$ cat src/hw/rtl/bmma_pkg.sv
// Shared definitions for the burst median and moving-average filter.
// Holds the register map, reset values and the sequencer state type.
// Depends on nothing; imported by the top level.
package bmma_pkg;

    localparam int CFG_W     = 5;
    localparam int CFG_IDX_W = 1;

    localparam logic [CFG_IDX_W-1:0] REG_BURST_LENGTH  = 1'b0;
    localparam logic [CFG_IDX_W-1:0] REG_WINDOW_LENGTH = 1'b1;

    localparam logic [CFG_W-1:0] BURST_LENGTH_RST  = 5'd5;
    localparam logic [CFG_W-1:0] WINDOW_LENGTH_RST = 5'd10;

    typedef enum logic [3:0] {
        S_IDLE,
        S_CAND,
        S_CLOAD,
        S_SCAN,
        S_CHECK,
        S_WWRITE,
        S_WRD0,
        S_WACC,
        S_DIVGO,
        S_DIVWAIT,
        S_OUT
    } state_t;

endpackage

$ cat src/hw/rtl/bmma_div.sv
// Restoring unsigned divider, one quotient bit per cycle.
// Self-contained; instantiated by the filter top level for the window mean.
module bmma_div
#(
    parameter int NUM_W = 16,
    parameter int DEN_W = 5
)
(
    input  logic             clk,
    input  logic             rst_n,
    input  logic             start,
    input  logic [NUM_W-1:0] num,
    input  logic [DEN_W-1:0] den,
    output logic             done,
    output logic [NUM_W-1:0] quot
);

    localparam int CNT_W = $clog2(NUM_W + 1);

    logic             busy_reg, busy_next;
    logic             done_reg, done_next;
    logic [CNT_W-1:0] step_reg, step_next;
    logic [DEN_W-1:0] rem_reg, rem_next;
    logic [NUM_W-1:0] quot_reg, quot_next;
    logic [DEN_W-1:0] den_reg, den_next;
    logic [DEN_W:0]   shifted;
    logic             fits;

    assign shifted = {rem_reg, quot_reg[NUM_W-1]};
    assign fits    = shifted >= {1'b0, den_reg};

    always_comb
    begin
        busy_next = busy_reg;
        done_next = 1'b0;
        step_next = step_reg;
        rem_next  = rem_reg;
        quot_next = quot_reg;
        den_next  = den_reg;
        if (start)
        begin
            busy_next = 1'b1;
            step_next = CNT_W'(NUM_W);
            rem_next  = '0;
            quot_next = num;
            den_next  = den;
        end
        else if (busy_reg)
        begin
            // The remainder stays below the divisor, so it fits DEN_W bits.
            rem_next  = fits ? DEN_W'(shifted - {1'b0, den_reg}) : shifted[DEN_W-1:0];
            quot_next = {quot_reg[NUM_W-2:0], fits};
            step_next = step_reg - 1'b1;
            if (step_reg == CNT_W'(1))
            begin
                busy_next = 1'b0;
                done_next = 1'b1;
            end
        end
    end

    always_ff @(posedge clk or negedge rst_n)
    begin
        if (!rst_n)
        begin
            busy_reg <= 1'b0;
            done_reg <= 1'b0;
            step_reg <= '0;
        end
        else
        begin
            busy_reg <= busy_next;
            done_reg <= done_next;
            step_reg <= step_next;
        end
    end

    always_ff @(posedge clk)
    begin
        rem_reg  <= rem_next;
        quot_reg <= quot_next;
        den_reg  <= den_next;
    end

    assign done = done_reg;
    assign quot = quot_reg;

endmodule

$ cat src/hw/rtl/burst_median_moving_average_top.sv
// Burst median followed by a moving average over the medians.
// Depends on bmma_pkg and the bmma_div divider.
//
// Samples arrive on the in_valid/in_ready channel, one per beat. Every
// burst_length beats the block takes the median (upper median for an even
// count) of the burst, writes it into a circular window and emits one beat
// on out_valid/out_ready carrying the truncated mean of the window in use
// and the median itself. Lengths are written on the cfg port while idle
// by the user; the block does not enforce it. Zero acts as one and
// values above the maximum act as the maximum. A sample that does not
// close a burst is written to the burst memory and in_ready stays high.
// A closing sample starts a rank search over the burst memory: each
// candidate is compared with every entry through one read port, one entry
// per cycle, at most n candidates; then the window is summed at one entry
// per cycle and the sum is divided by the number of entries in use.
// in_ready is low from the closing sample until the result is loaded into
// the output register; a stalled receiver only holds the next closing
// sample, never the samples in between. Reset clears the burst counter, the
// window position and all window valid bits, so the window reads as zero.
module burst_median_moving_average_top
    import bmma_pkg::*;
#(
    parameter int MAX_BURST   = 16,
    parameter int MAX_WINDOW  = 16,
    parameter int SAMPLE_BITS = 12
)
(
    input  logic                   clk,
    input  logic                   rst_n,
    input  logic                   in_valid,
    output logic                   in_ready,
    input  logic [SAMPLE_BITS-1:0] sample,
    output logic                   out_valid,
    input  logic                   out_ready,
    output logic [SAMPLE_BITS-1:0] average,
    output logic [SAMPLE_BITS-1:0] burst_median,
    input  logic                   cfg_write,
    input  logic [CFG_IDX_W-1:0]   cfg_index,
    input  logic [CFG_W-1:0]       cfg_data
);

    localparam int BA_W  = (MAX_BURST > 1) ? $clog2(MAX_BURST) : 1;
    localparam int BC_W  = $clog2(MAX_BURST + 1);
    localparam int WA_W  = (MAX_WINDOW > 1) ? $clog2(MAX_WINDOW) : 1;
    localparam int WC_W  = $clog2(MAX_WINDOW + 1);
    localparam int SUM_W = SAMPLE_BITS + $clog2(MAX_WINDOW);

    state_t                 state_reg, state_next;
    logic [CFG_W-1:0]       burst_length_reg, window_length_reg;
    logic [BC_W-1:0]        burst_count_reg, burst_count_next;
    logic [BA_W-1:0]        cand_idx_reg, cand_idx_next;
    logic [BA_W-1:0]        scan_idx_reg, scan_idx_next;
    logic [SAMPLE_BITS-1:0] cand_reg, cand_next;
    logic [BC_W-1:0]        lt_reg, lt_next;
    logic [BC_W-1:0]        le_reg, le_next;
    logic [SAMPLE_BITS-1:0] median_reg, median_next;
    logic [WA_W-1:0]        wpos_reg, wpos_next;
    logic                   wrapped_reg, wrapped_next;
    logic [MAX_WINDOW-1:0]  wvalid_reg;
    logic [WC_W-1:0]        cnt_reg, cnt_next;
    logic [WA_W-1:0]        sum_idx_reg, sum_idx_next;
    logic [SUM_W-1:0]       sum_reg, sum_next;
    logic                   out_valid_reg, out_valid_next;
    logic [SAMPLE_BITS-1:0] average_reg, burst_median_reg;

    logic [SAMPLE_BITS-1:0] bmem [MAX_BURST];
    logic [SAMPLE_BITS-1:0] bmem_rdata_reg;
    logic [BA_W-1:0]        bmem_raddr;
    logic                   bmem_we;

    logic [SAMPLE_BITS-1:0] wmem [MAX_WINDOW];
    logic [SAMPLE_BITS-1:0] wmem_rdata_reg;
    logic                   wvld_rd_reg;
    logic [WA_W-1:0]        wmem_raddr;
    logic                   wmem_we;

    logic [BC_W-1:0]        blen, half;
    logic [WC_W-1:0]        wlen;
    logic [BC_W-1:0]        count_inc;
    logic                   burst_done;
    logic                   found;
    logic [WC_W-1:0]        pos_inc;
    logic                   last_sum;
    logic                   out_free;
    logic                   in_accept;
    logic                   div_start, div_done;
    logic [SUM_W-1:0]       div_quot;
    logic [SAMPLE_BITS-1:0] wterm;

    always_comb
    begin
        if (burst_length_reg == '0)
            blen = BC_W'(1);
        else if (int'(burst_length_reg) > MAX_BURST)
            blen = BC_W'(MAX_BURST);
        else
            blen = BC_W'(burst_length_reg);
    end

    always_comb
    begin
        if (window_length_reg == '0)
            wlen = WC_W'(1);
        else if (int'(window_length_reg) > MAX_WINDOW)
            wlen = WC_W'(MAX_WINDOW);
        else
            wlen = WC_W'(window_length_reg);
    end

    assign half       = blen >> 1;
    assign in_ready   = (state_reg == S_IDLE);
    assign in_accept  = in_valid && in_ready;
    assign count_inc  = burst_count_reg + 1'b1;
    assign burst_done = count_inc >= blen;
    // The candidate is the median when its rank range covers index n/2.
    assign found      = (lt_reg <= half) && (half < le_reg);
    assign pos_inc    = WC_W'(wpos_reg) + 1'b1;
    assign last_sum   = WC_W'(sum_idx_reg) == (cnt_reg - 1'b1);
    assign out_free   = !out_valid_reg || out_ready;
    assign wterm      = wvld_rd_reg ? wmem_rdata_reg : '0;

    // Next state.
    always_comb
    begin
        state_next = state_reg;
        case (state_reg)
            S_IDLE:
                if (in_accept && burst_done)
                    state_next = S_CAND;
            S_CAND:
                state_next = S_CLOAD;
            S_CLOAD:
                state_next = S_SCAN;
            S_SCAN:
                if (BC_W'(scan_idx_reg) == blen - 1'b1)
                    state_next = S_CHECK;
            S_CHECK:
                state_next = found ? S_WWRITE : S_CAND;
            S_WWRITE:
                state_next = S_WRD0;
            S_WRD0:
                state_next = S_WACC;
            S_WACC:
                if (last_sum)
                    state_next = S_DIVGO;
            S_DIVGO:
                state_next = S_DIVWAIT;
            S_DIVWAIT:
                if (div_done)
                    state_next = S_OUT;
            S_OUT:
                if (out_free)
                    state_next = S_IDLE;
            default:
                state_next = S_IDLE;
        endcase
    end

    // Datapath and memory controls.
    always_comb
    begin
        burst_count_next = burst_count_reg;
        cand_idx_next    = cand_idx_reg;
        scan_idx_next    = scan_idx_reg;
        cand_next        = cand_reg;
        lt_next          = lt_reg;
        le_next          = le_reg;
        median_next      = median_reg;
        wpos_next        = wpos_reg;
        wrapped_next     = wrapped_reg;
        cnt_next         = cnt_reg;
        sum_idx_next     = sum_idx_reg;
        sum_next         = sum_reg;
        bmem_we          = 1'b0;
        bmem_raddr       = cand_idx_reg;
        wmem_we          = 1'b0;
        wmem_raddr       = '0;
        div_start        = 1'b0;
        out_valid_next   = out_valid_reg && !out_ready;
        case (state_reg)
            S_IDLE:
                if (in_accept)
                begin
                    bmem_we = 1'b1;
                    if (burst_done)
                    begin
                        burst_count_next = '0;
                        cand_idx_next    = '0;
                    end
                    else
                        burst_count_next = count_inc;
                end
            S_CAND:
                bmem_raddr = cand_idx_reg;
            S_CLOAD:
            begin
                cand_next     = bmem_rdata_reg;
                bmem_raddr    = '0;
                scan_idx_next = '0;
                lt_next       = '0;
                le_next       = '0;
            end
            S_SCAN:
            begin
                bmem_raddr    = BA_W'(scan_idx_reg + 1'b1);
                scan_idx_next = BA_W'(scan_idx_reg + 1'b1);
                if (bmem_rdata_reg < cand_reg)
                    lt_next = lt_reg + 1'b1;
                if (bmem_rdata_reg <= cand_reg)
                    le_next = le_reg + 1'b1;
            end
            S_CHECK:
                if (found)
                    median_next = cand_reg;
                else
                    cand_idx_next = BA_W'(cand_idx_reg + 1'b1);
            S_WWRITE:
            begin
                wmem_we = 1'b1;
                if (pos_inc >= wlen)
                begin
                    wpos_next    = '0;
                    wrapped_next = 1'b1;
                    cnt_next     = wlen;
                end
                else
                begin
                    wpos_next = pos_inc[WA_W-1:0];
                    cnt_next  = wrapped_reg ? wlen : pos_inc;
                end
            end
            S_WRD0:
            begin
                wmem_raddr   = '0;
                sum_idx_next = '0;
                sum_next     = '0;
            end
            S_WACC:
            begin
                wmem_raddr   = WA_W'(sum_idx_reg + 1'b1);
                sum_idx_next = WA_W'(sum_idx_reg + 1'b1);
                sum_next     = sum_reg + SUM_W'(wterm);
            end
            S_DIVGO:
                div_start = 1'b1;
            S_DIVWAIT:
                div_start = 1'b0;
            S_OUT:
                if (out_free)
                    out_valid_next = 1'b1;
            default:
                div_start = 1'b0;
        endcase
    end

    always_ff @(posedge clk or negedge rst_n)
    begin
        if (!rst_n)
        begin
            state_reg         <= S_IDLE;
            burst_length_reg  <= BURST_LENGTH_RST;
            window_length_reg <= WINDOW_LENGTH_RST;
            burst_count_reg   <= '0;
            wpos_reg          <= '0;
            wrapped_reg       <= 1'b0;
            wvalid_reg        <= '0;
            out_valid_reg     <= 1'b0;
        end
        else
        begin
            state_reg       <= state_next;
            burst_count_reg <= burst_count_next;
            wpos_reg        <= wpos_next;
            wrapped_reg     <= wrapped_next;
            out_valid_reg   <= out_valid_next;
            if (wmem_we)
                wvalid_reg[wpos_reg] <= 1'b1;
            if (cfg_write)
            begin
                case (cfg_index)
                    REG_BURST_LENGTH:  burst_length_reg  <= cfg_data;
                    REG_WINDOW_LENGTH: window_length_reg <= cfg_data;
                    default:           burst_length_reg  <= burst_length_reg;
                endcase
            end
        end
    end

    always_ff @(posedge clk)
    begin
        cand_idx_reg <= cand_idx_next;
        scan_idx_reg <= scan_idx_next;
        cand_reg     <= cand_next;
        lt_reg       <= lt_next;
        le_reg       <= le_next;
        median_reg   <= median_next;
        cnt_reg      <= cnt_next;
        sum_idx_reg  <= sum_idx_next;
        sum_reg      <= sum_next;
        if (state_reg == S_OUT && out_free)
        begin
            average_reg      <= div_quot[SAMPLE_BITS-1:0];
            burst_median_reg <= median_reg;
        end
    end

    // Burst sample memory: one write port, one registered read port.
    always_ff @(posedge clk)
    begin
        if (bmem_we)
            bmem[burst_count_reg[BA_W-1:0]] <= sample;
        bmem_rdata_reg <= bmem[bmem_raddr];
    end

    // Window memory; an entry never written reads as zero through its valid bit.
    always_ff @(posedge clk)
    begin
        if (wmem_we)
            wmem[wpos_reg] <= median_reg;
        wmem_rdata_reg <= wmem[wmem_raddr];
        wvld_rd_reg    <= wvalid_reg[wmem_raddr];
    end

    bmma_div #(
        .NUM_W (SUM_W),
        .DEN_W (WC_W)
    ) u_div (
        .clk   (clk),
        .rst_n (rst_n),
        .start (div_start),
        .num   (sum_reg),
        .den   (cnt_reg),
        .done  (div_done),
        .quot  (div_quot)
    );

    assign out_valid    = out_valid_reg;
    assign average      = average_reg;
    assign burst_median = burst_median_reg;

    a_count_bound: assert property (@(posedge clk) disable iff (!rst_n)
        int'(burst_count_reg) < MAX_BURST)
        else $error("burst count reached the burst memory depth");

    a_cand_range: assert property (@(posedge clk) disable iff (!rst_n)
        state_reg == S_CAND |-> BC_W'(cand_idx_reg) < blen)
        else $error("median search ran past the end of the burst");

    a_wpos_range: assert property (@(posedge clk) disable iff (!rst_n)
        state_reg == S_WRD0 |-> WC_W'(wpos_reg) < wlen)
        else $error("window position left outside the window");

    a_out_source: assert property (@(posedge clk) disable iff (!rst_n)
        $rose(out_valid_reg) |-> $past(state_reg == S_OUT))
        else $error("result raised outside the output state");

    a_div_wait: assert property (@(posedge clk) disable iff (!rst_n)
        div_done |-> state_reg == S_DIVWAIT)
        else $error("divider finished while the sequencer was not waiting");

endmodule
$ cat config.mk
export PLATFORM = sky130hd
export DESIGN_NAME = burst_median_moving_average_top
export DESIGN_NICKNAME = d
export VERILOG_FILES = /design/src/hw/rtl/bmma_pkg.sv /design/src/hw/rtl/bmma_div.sv /design/src/hw/rtl/burst_median_moving_average_top.sv
export SDC_FILE = /design/constraint.sdc
export NUM_CORES = 1
export LEC_CHECK = 0
export BUFFER_PORTS_ARGS = -buffer_cell sky130_fd_sc_hd__buf_4
export CAP_MARGIN = 20
export CORE_MARGIN = 1.5
export CORE_UTILIZATION = 67
export CTS_CLUSTER_DIAMETER = 120
export DETAILED_ROUTE_END_ITERATION = 8
export PLACE_DENSITY = 0.87
export SYNTH_ARGS = -nofsm -noshare
export SYNTH_HDL_FRONTEND = slang
export SYNTH_SLANG_ARGS = --single-unit
$ cat constraint.sdc
create_clock -name clk -period 5.82 [get_ports clk]
set_input_delay 1.455 -clock clk [delete_from_list [all_inputs] [get_ports clk]]
set_output_delay 1.455 -clock clk [all_outputs]
set_load 0.01 [all_outputs]
# After elaboration in Yosys (flattened, before gate mapping)
# Memories as Yosys holds them, arrays and structs flattened. A register that Yosys moved wholly into a read port is not among the register bits.
# Cells that the tools add are included.
# op_classes
bitwise_logic,2
shifts,0
mux,54
div_mod_pow,0
magnitude_cmp,12
reduce_logical,25
n_eq_ne,23
n_addsub,12
multipliers,0
# op_table
op,count
$mux 5,12
$pmux 4 s11,1
$mux 4,10
$mux 16,2
$pmux 16 s2,1
$pmux 4 s2,4
$pmux 5 s2,2
$mux 1,18
$add 16x12->16,1
$eq 4x3->1 const B,4
$or 16x16->16,1
$add 5x1->5 const B,3
$sub 5x1->5 const B,3
$reduce_and 2->1,7
$add 4x1->4 const B,3
$eq 4x4->1 const B,3
$le 12x12->1,1
$lt 12x12->1,1
$mux 12,1
$ne 2x2->1 const B,6
$eq 4x5->1,2
$ge 5x5->1,2
$gt 5x5->1 const B,2
$logic_not 5->1,2
other kinds (22),36
# word_totals
latch_bits,0
register_bits,166
out_inout_bits,26
elab_cells,156
inputBits,23
ramBits,384
memories,2
mem_bits_ro,0
# memory_table
memory,words,word_bits,read_ports,rd_ports_with_merged_regs,write_ports,line,text
bmem,16,12,1,1,1,burst_median_moving_average_top.sv:66,logic [SAMPLE_BITS-1:0] bmem [MAX_BURST];
wmem,16,12,1,1,1,burst_median_moving_average_top.sv:71,logic [SAMPLE_BITS-1:0] wmem [MAX_WINDOW];

# Longest topological paths before layout
# Gate-level depths: netlist of run 1.
# depth
depth_word,7
ltp_mapped,11
ltp_nobuf,10

# By module
# From an unflattened synthesis of run 1, not the netlist that was laid out.
# hier_totals
hier_cells,1809
area_unflattened_um2,24476.0
# by_module_without_submodules
mod,instances,seq_area_each_um2,cells_each,area_per_inst_um2
burst_median_moving_average_top,1,15795.1,1686,22873.2
bmma_div,1,905.9,123,1602.8

# Worst setup path before layout of run 1
# No wires, ideal clock.
# synth_timing
path_type,input to register
startpoint,input out_ready
endpoint,"register average_reg[0], in the netlist average[0] (enable)"
n_path_buf,0
arrival_ns,3.389
required_ns,5.380
path_slack_ns,1.991
cell_stages,2
setup_ns,0.440
path_cell_list,nand2b_1 > nor3b_1
# synth_via
elab_chain_len,2
# synth_lines
element,line,text
"start, declared",burst_median_moving_average_top.sv:34,"input logic out_ready,"
$logic_or 1x1->1,burst_median_moving_average_top.sv:119,assign out_free = !out_valid_reg || out_ready;
$logic_and 1x1->1,burst_median_moving_average_top.sv:300,if (state_reg == S_OUT && out_free)
"end signal, assigned",burst_median_moving_average_top.sv:302,average_reg <= div_quot[SAMPLE_BITS-1:0];
"end, declared",burst_median_moving_average_top.sv:64,"logic [SAMPLE_BITS-1:0] average_reg, burst_median_reg;"
# No other way between the ends.
# A chain may end at the register's enable or synchronous reset.

# Final worst setup path of run 1
# layout_timing
startpoint,register state_reg[1]
endpoint,"register bmem_rdata_reg[8], read port of bmem"
# layout_via
elab_chain_len,2
word_cells_on_any_way,3
classes_between,2 x eq/ne; 1 x mux
# layout_lines
element,line,text
"start, declared",burst_median_moving_average_top.sv:48,"state_t state_reg, state_next;"
"start signal, assigned",burst_median_moving_average_top.sv:271,state_reg <= state_next;
$eq 4x2->1,burst_median_moving_average_top.sv:180,case (state_reg)
$pmux 4 s2 *,burst_median_moving_average_top.sv:180,
"end, declared",burst_median_moving_average_top.sv:67,logic [SAMPLE_BITS-1:0] bmem_rdata_reg;
# Mark *: on every way between the ends. The rest lies on a longest branch, timed or not.

==> results of run 1 <==
-- worst max-delay path, stage by stage (launching register included) --
cell and delay, ns:
dfrtp_1 0.61, or3b_1 0.57, a22oi_2 0.43, buf_4 0.48, nor2b_1 0.75, a22oi_1 0.28
a21oi_1 0.28, a21oi_1 0.06
-- cells in the mapped netlist (all sizes together) (4+ instances only) --
| library cell | n |
|---|---|
| a21o | 20 |
| clkbuf | 53 |
| a211oi | 20 |
| a211o | 4 |
| nand3b | 15 |
| nand2 | 218 |
| a311oi | 15 |
| dfxtp | 30 |
| a31oi | 18 |
| a22oi | 23 |
| inv | 61 |
| nand3 | 30 |
| nor3b | 6 |
| o21a | 7 |
| and2 | 27 |
| o221ai | 13 |
| or2 | 18 |
| nor2b | 25 |
| mux2i | 150 |
| o21ai | 40 |
| dfrtp | 44 |
| nand2b | 11 |
| and4 | 4 |
| a21oi | 95 |
| and3 | 8 |
| ha | 60 |
| nor2 | 73 |
| xor2 | 20 |
| dfstp | 4 |
| xnor2 | 22 |
| buf | 29 |
| nor3 | 16 |
| edfxtp | 496 |
| mux2 | 39 |
-- layout make-up --
| type | count | share of cell area [%] |
|---|---|---|
| sequential | 574 | 61.5 |
| multi-input combinational | 1045 | 26.6 |
| clock buffer | 72 | 5.42 |
| timing repair buffer | 80 | 2.25 |
| tap | 461 | 2.13 |
| clock inverter | 31 | 1.19 |
| inverter | 63 | 0.871 |
-- logic make-up after synthesis --
group / count (synthesis)
DFF: 574
and+or+nand+nor: 467
AOI/OAI and AO/OA: 283
muxes: 190
buffers and inverters: 145
adders and majority gates: 63
xor gates and xnor gates: 42
-- worst min-delay path by stage --
stage | endpoint | slack, ns | cells after the start
final | median_reg[7]$_DFFE_PP_ | 0.44 | 0
after global routing | median_reg[10]$_DFFE_PP_ | 0.44 | 0
after CTS | cand_reg[6]$_DFFE_PP_ | 0.44 | 0
after detailed placement | cand_reg[6]$_DFFE_PP_ | 0.43 | 0
after global placement | cand_reg[0]$_DFFE_PP_ | 0.41 | 0
after floorplan | cand_reg[0]$_DFFE_PP_ | 0.41 | 0
-- per-layer routing --
layer / up-vias / share of wire [%] / wire length, um / global-route usage [%]
li1: 6643 / - / - / -
met1: 7297 / 37 / 19500 / 34.5
met2: 738 / 51 / 26700 / 48.0
met3: 172 / 7.6 / 4000 / 5.11
met4: 4 / 4.8 / 2520 / 13.5
met5: - / 0.063 / 33 / 0
-- power by group through the flow --
stage	Combinational [W]	Sequential, W	Clock (W)
final	0.00398	0.00556	0.00357
after global routing	0.00430	0.00560	0.00376
after CTS	0.00392	0.00555	0.00360
after detailed placement	0.00385	0.00562	0
after global placement	0.00368	0.00559	0
after floorplan	0.00301	0.00540	0
-- per-stage QoR --
stage | power (W) | util [%]
finish | 0.0131 | 75.9
global route | 0.0137 | 75.9
CTS | 0.0131 | 75.8
detailed placement | 0.00947 | 70.7
global placement | 0.00927 | 70.7
floorplan | 0.00842 | -
==> reports/metrics.yaml, run 1 <==
cells_and_area:
  fin_area_um2: 27100
  antenna_cells_inserted: 0
  multiInputGateArea_um2: 7220
  area_growth_pct: 10.8
  n_fill_cell: 1984
  drive_gt1_share_pct: 12.4
  register_area_um2: 16700
  layout_commonest_cell: "edfxtp_1"
  fin_cells: 2326
  nets: 1904
  final_cell_mix: "edfxtp_1, nand2_1, mux2i_1"
synth:
  syn_nets: 1849
  synth_seq_area_share_pct: 68.2
  synth.distinct_cells: 72
  syn_area_um2: 24500
  synth_top_area_share_pct: 60.8
  synth.ff_latch_count: 574
  async_reset_ff_share_pct: 8.36
  yosys_most_used_dff: "edfxtp_1"
  yosys_warnings: 0
  avgSynthCellArea_um2: 13.9
  synth-xor-area-share_pct: 1.50
  synth_top_family_by_area: "simple AND/OR/NAND/NOR gates"
  synth_compound_area_share_pct: 7.57
  yosys.area_share.simple_pct: 9.01
  syn_inst: 1764
  synth-edff-count: 496
  yosysTopAreaCell: "edfxtp_1"
  synth_mux_area_share_pct: 8.02
  yosys-top-cells-area: "edfxtp_1, mux2i_1, dfrtp_1"
  synthAdderAreaFrac_pct: 3.27
sta:
  maxSlewHeadroom_pct: 26.1
  fin_hold_ws_ns: 0.440
  postLayoutSetupSlackWorst_ns: 2.20
  fmax_ghz: 0.276
  finalSetupViolations: 0
  period_share_pct: 62.1
  fin_skew_ns: 0.0277
  timing.final.max_slew_violations: 0
  tightest_slew_ns: 1.11
  fin_setup_tns_ns: 0
  rsz0062_at_grt: "no"
  period_needed_ns: 3.62
  hold_viol: 0
setup_path:
  r2r-end: "bmem_rdata_reg[8]$_DFF_P_"
  criticalPathCategory: "flip-flop to flip-flop"
  cp-end-kind: "flip-flop"
  cp-start-kind: "flip-flop"
  critPathMaxFanout: 25
  required_ns: 6.26
  r2r_start: "state_reg[1]$_DFFE_PN0P_"
  ff2ff_setup_slack_ns: 2.20
  crit_end: "bmem_rdata_reg[8]$_DFF_P_"
  worstPathArrival_ns: 4.06
  rr_worst_depth: 7
  crit_start: "state_reg[1]$_DFFE_PN0P_"
place:
  gp_congestion: 0.858
  dp.cells: 2217
  portBuffers: 48
  place_area_um2: 25300
  dp_hpwl_mm: 33.1
  place_ws_ns: 2.14
clock_network:
  cts.path.max_buffers: 3
  post_cts_buffers: 0
  cts_sinks: 574
  cts_hold_buffers: 0
  clk_pin_slew_ns: 0.07
  clock-root-buffer: "clkbuf_16"
  clk_latency_ns: 0.61
  post_cts_resized: 0
  cts_tree: "built"
  htreeDepth: 2
  numCtsBuffers: 55
power:
  power.internal_w: 0.00875
  comb_power_share_pct: 30.4
  power.leakage_nw: 10.3
  pwr-share-clk_pct: 27.3
  p_sw_share_pct: 33.3
  irDropWorstVdd_mv: 0.393
  power.share.sequential_pct: 42.4
  switching_power_w: 0.00436
  power_density_nw_per_um2: 483
global_routing:
  grt.total_usage_pct: 28.0
  grt_pass1_vias: 15000
  grt_pass1_wl_mm: 81.2
  grt_antenna_before_repair: 2
  grt.overflow.total: 0
  grt_start_max_net_pins: 92
drt:
  first_pass_iters: 7
  vias: 14900
  ant_nets: 0
  drc: 5
  post_drt_wl_per_cell_um: 22.7
  routed_via_density: 6.39
  totalWireLength_mm: 52.8
  drt-initial-drc-count: 1449
die:
  initial_core_util_pct: 68.5
  coreArea_um2: 35700
  std_cell_rows: 69
  io_pins: 49
  die_height_um: 194
  dieArea_um2: 37700
  die-width_um: 194
flow_run:
  maxCapViolations: 0
hold_path:
  min_path_type: "flip-flop to flip-flop"
  hp-start: "cand_reg[7]$_DFFE_PP_"
outcome:
  status: "finished, violations left"
  violations: "DRC"
Power figures use the tool's default switching activity.
==> inputs of run 2 (changes only) <==
--- a/config.mk
+++ b/config.mk
@@ -8,10 +8,10 @@
 export BUFFER_PORTS_ARGS = -buffer_cell sky130_fd_sc_hd__buf_4
 export CAP_MARGIN = 20
 export CORE_MARGIN = 1.5
-export CORE_UTILIZATION = 67
+export CORE_UTILIZATION = 63
 export CTS_CLUSTER_DIAMETER = 120
 export DETAILED_ROUTE_END_ITERATION = 8
-export PLACE_DENSITY = 0.87
+export PLACE_DENSITY = 0.83
 export SYNTH_ARGS = -nofsm -noshare
 export SYNTH_HDL_FRONTEND = slang
 export SYNTH_SLANG_ARGS = --single-unit
==> constraint.sdc (replaced) <==
create_clock -name clk -period 3.55 [get_ports clk]
set_input_delay 0.8875 -clock clk [delete_from_list [all_inputs] [get_ports clk]]
set_output_delay 0.8875 -clock clk [all_outputs]
set_load 0.01 [all_outputs]
==> run 2 against run 1 <==
First-iteration DRC count shrank 18%. Core utilization shrank 4.6 points. The run now ends clean. Via count shrank 2.2%. Routed wire length shrank 5.0%. Setup slack lost 1.7 ns. Largest power group unchanged. Combinational power grew 61%. Die area grew 6.2%.
==> reports/metrics.yaml, run 2 (synthesized netlist as in run 1, its figures left out) <==
global_routing:
  grt_pass1_wl_mm: 79.7  # -1.9%
  grt_pass1_vias: 14700  # -1.8%
  grt_start_max_net_pins: 65  # -29%
  grt_antenna_before_repair: 1  # -1
  grt.total_usage_pct: 25.4  # -2.5 points
  grt.overflow.total: 0  # unchanged
sta:
  postLayoutSetupSlackWorst_ns: 0.510  # -1.69 ns
  timing.final.max_slew_violations: 0  # unchanged
  rsz0062_at_grt: "no"
  maxSlewHeadroom_pct: 26.8  # +0.72 points
  fin_skew_ns: 0.0153  # -0.0124 ns
  finalSetupViolations: 0  # unchanged
  tightest_slew_ns: 1.10  # -0.0131 ns
  hold_viol: 0  # unchanged
  fin_setup_tns_ns: 0  # unchanged
  period_needed_ns: 3.04  # -0.577 ns
  fmax_ghz: 0.329  # +19%
  period_share_pct: 85.6  # +23 points
setup_path:
  cp-start-kind: "flip-flop"
  criticalPathCategory: "flip-flop to flip-flop"
  ff2ff_setup_slack_ns: 0.51  # -1.69 ns
  required_ns: 3.88  # -2.38 ns
  r2r-end: "cand_idx_reg[1]$_SDFFCE_PN0P_"
  critPathMaxFanout: 13  # -48%
  rr_worst_depth: 9  # +2
  worstPathArrival_ns: 3.37  # -0.69 ns
  r2r_start: "burst_length_reg[4]$_DFFE_PN0P_"
  cp-end-kind: "flip-flop"
die:
  io_pins: 49  # unchanged
  initial_core_util_pct: 63.6  # -4.9 points
  coreArea_um2: 38500  # +7.6%
  die_height_um: 200  # +3.1%
  std_cell_rows: 72  # +4.3%
  die-width_um: 200  # +3.1%
  dieArea_um2: 40100  # +6.2%
drt:
  drc: 0  # -5
  vias: 14500  # -2.2%
  ant_nets: 0  # unchanged
  post_drt_wl_per_cell_um: 20.9  # -8.1%
  first_pass_iters: 5  # -2
  routed_via_density: 6.04  # -5.4%
  drt-initial-drc-count: 1194  # -18%
  totalWireLength_mm: 50.1  # -5.0%
clock_network:
  clk_latency_ns: 0.61  # about the same
  htreeDepth: 2  # unchanged
  clk_pin_slew_ns: 0.06  # about the same
  clock-root-buffer: "clkbuf_16"
  cts_hold_buffers: 0  # unchanged
  cts.path.max_buffers: 3  # unchanged
  cts_tree: "built"
  post_cts_resized: 0  # unchanged
  numCtsBuffers: 55  # unchanged
  cts_sinks: 574  # unchanged
  post_cts_buffers: 0  # unchanged
cells_and_area:
  antenna_cells_inserted: 0  # unchanged
  fin_cells: 2404  # +3.4%
  nets: 1925  # +1.1%
  layout_commonest_cell: "edfxtp_1"
  post-route-util_pct: 71.3  # -4.6 points
  final_cell_mix: "edfxtp_1, nand2_1, mux2i_1"
  area_growth_pct: 12.0
  drive_gt1_share_pct: 13.6  # +1.1 points
place:
  dp_hpwl_mm: 31.8  # -3.9%
  portBuffers: 48  # unchanged
  place_ws_ns: 0.571  # -1.57 ns
  gp_congestion: 0.884  # +3.1%
  dp.cells: 2301  # +3.8%
outcome:
  status: "completed"
power:
  power.leakage_nw: 10.5  # +1.3%
  irDropWorstVdd_mv: 0.559  # +42%
  total_power_w: 0.0214  # +63%
  power_density_nw_per_um2: 780  # +61%
flow_run:
  maxCapViolations: 0  # unchanged
hold_path:
  min_path_type: "input port to async pin"
run 2: stage by stage:
| step | hold slack, ns | instance area, um^2 |
|---|---|---|
| 2_1_floorplan | 0.408 | 24500 |
| 3_3_place_gp | 0.433 | 25600 |
| 3_5_place_dp | 0.433 | 25600 |
| 4_1_cts | 0.306 | 27400 |
| 5_1_grt | 0.350 | 27400 |
| 6_report | 0.320 | 27400 |
run 2: cell type report:
type / instances / area (um^2)
fillers: 2396 / 11000
flip-flops and latches: 574 / 16700
clock inverters: 29 / 318
well taps: 518 / 648
multi-input cells: 1045 / 7220
repair buffers: 101 / 796
clock buffers: 74 / 1510
inverters: 63 / 236
run 2: critical path, stage by stage, from the launching register on:
cell and delay (ns):
dfrtp_1 0.45, inv_1 0.19, nand2_1 0.14, ha_1 0.31, nand2_1 0.07, or4b_1 0.48
a32oi_1 0.37, nor3_2 0.23, nor4bb_1 0.34, buf_4 0.19
run 2: per-layer routing:
layer / GRT usage (%) / up-vias / share of wire [%]
met4: 9.69 / 0 / 2.9
met5: 0 / - / 0
met3: 3.34 / 110 / 5.6
li1: - / 6692 / -
met2: 44.4 / 525 / 52
met1: 32.6 / 7198 / 40
run 2: worst max path at each step:
stage                                    start                             to  slack, ns  cells after the start
4_1_cts        burst_length_reg[4]$_DFFE_PN0P_  cand_idx_reg[3]$_SDFFCE_PN0P_       0.52                      9
6_report       burst_length_reg[4]$_DFFE_PN0P_  cand_idx_reg[1]$_SDFFCE_PN0P_       0.51                      9
5_1_grt        burst_length_reg[4]$_DFFE_PN0P_  cand_idx_reg[0]$_SDFFCE_PN0P_       0.34                      9
3_5_place_dp   burst_length_reg[4]$_DFFE_PN0P_  cand_idx_reg[1]$_SDFFCE_PN0P_       0.57                      9
2_1_floorplan                        out_ready           average[0]$_DFFE_PP_       0.29                      2
3_3_place_gp   burst_length_reg[2]$_DFFE_PN1P_  cand_idx_reg[3]$_SDFFCE_PN0P_       0.68                     11
run 2: power by group:
part           switching (W)  leakage [nW]  total [W]  internal [W]
clock network        0.00246         0.889    0.00588       0.00342
logic                0.00370          4.23    0.00639       0.00269
registers           0.000753          5.35    0.00912       0.00837
total                0.00691          10.5     0.0214        0.0145
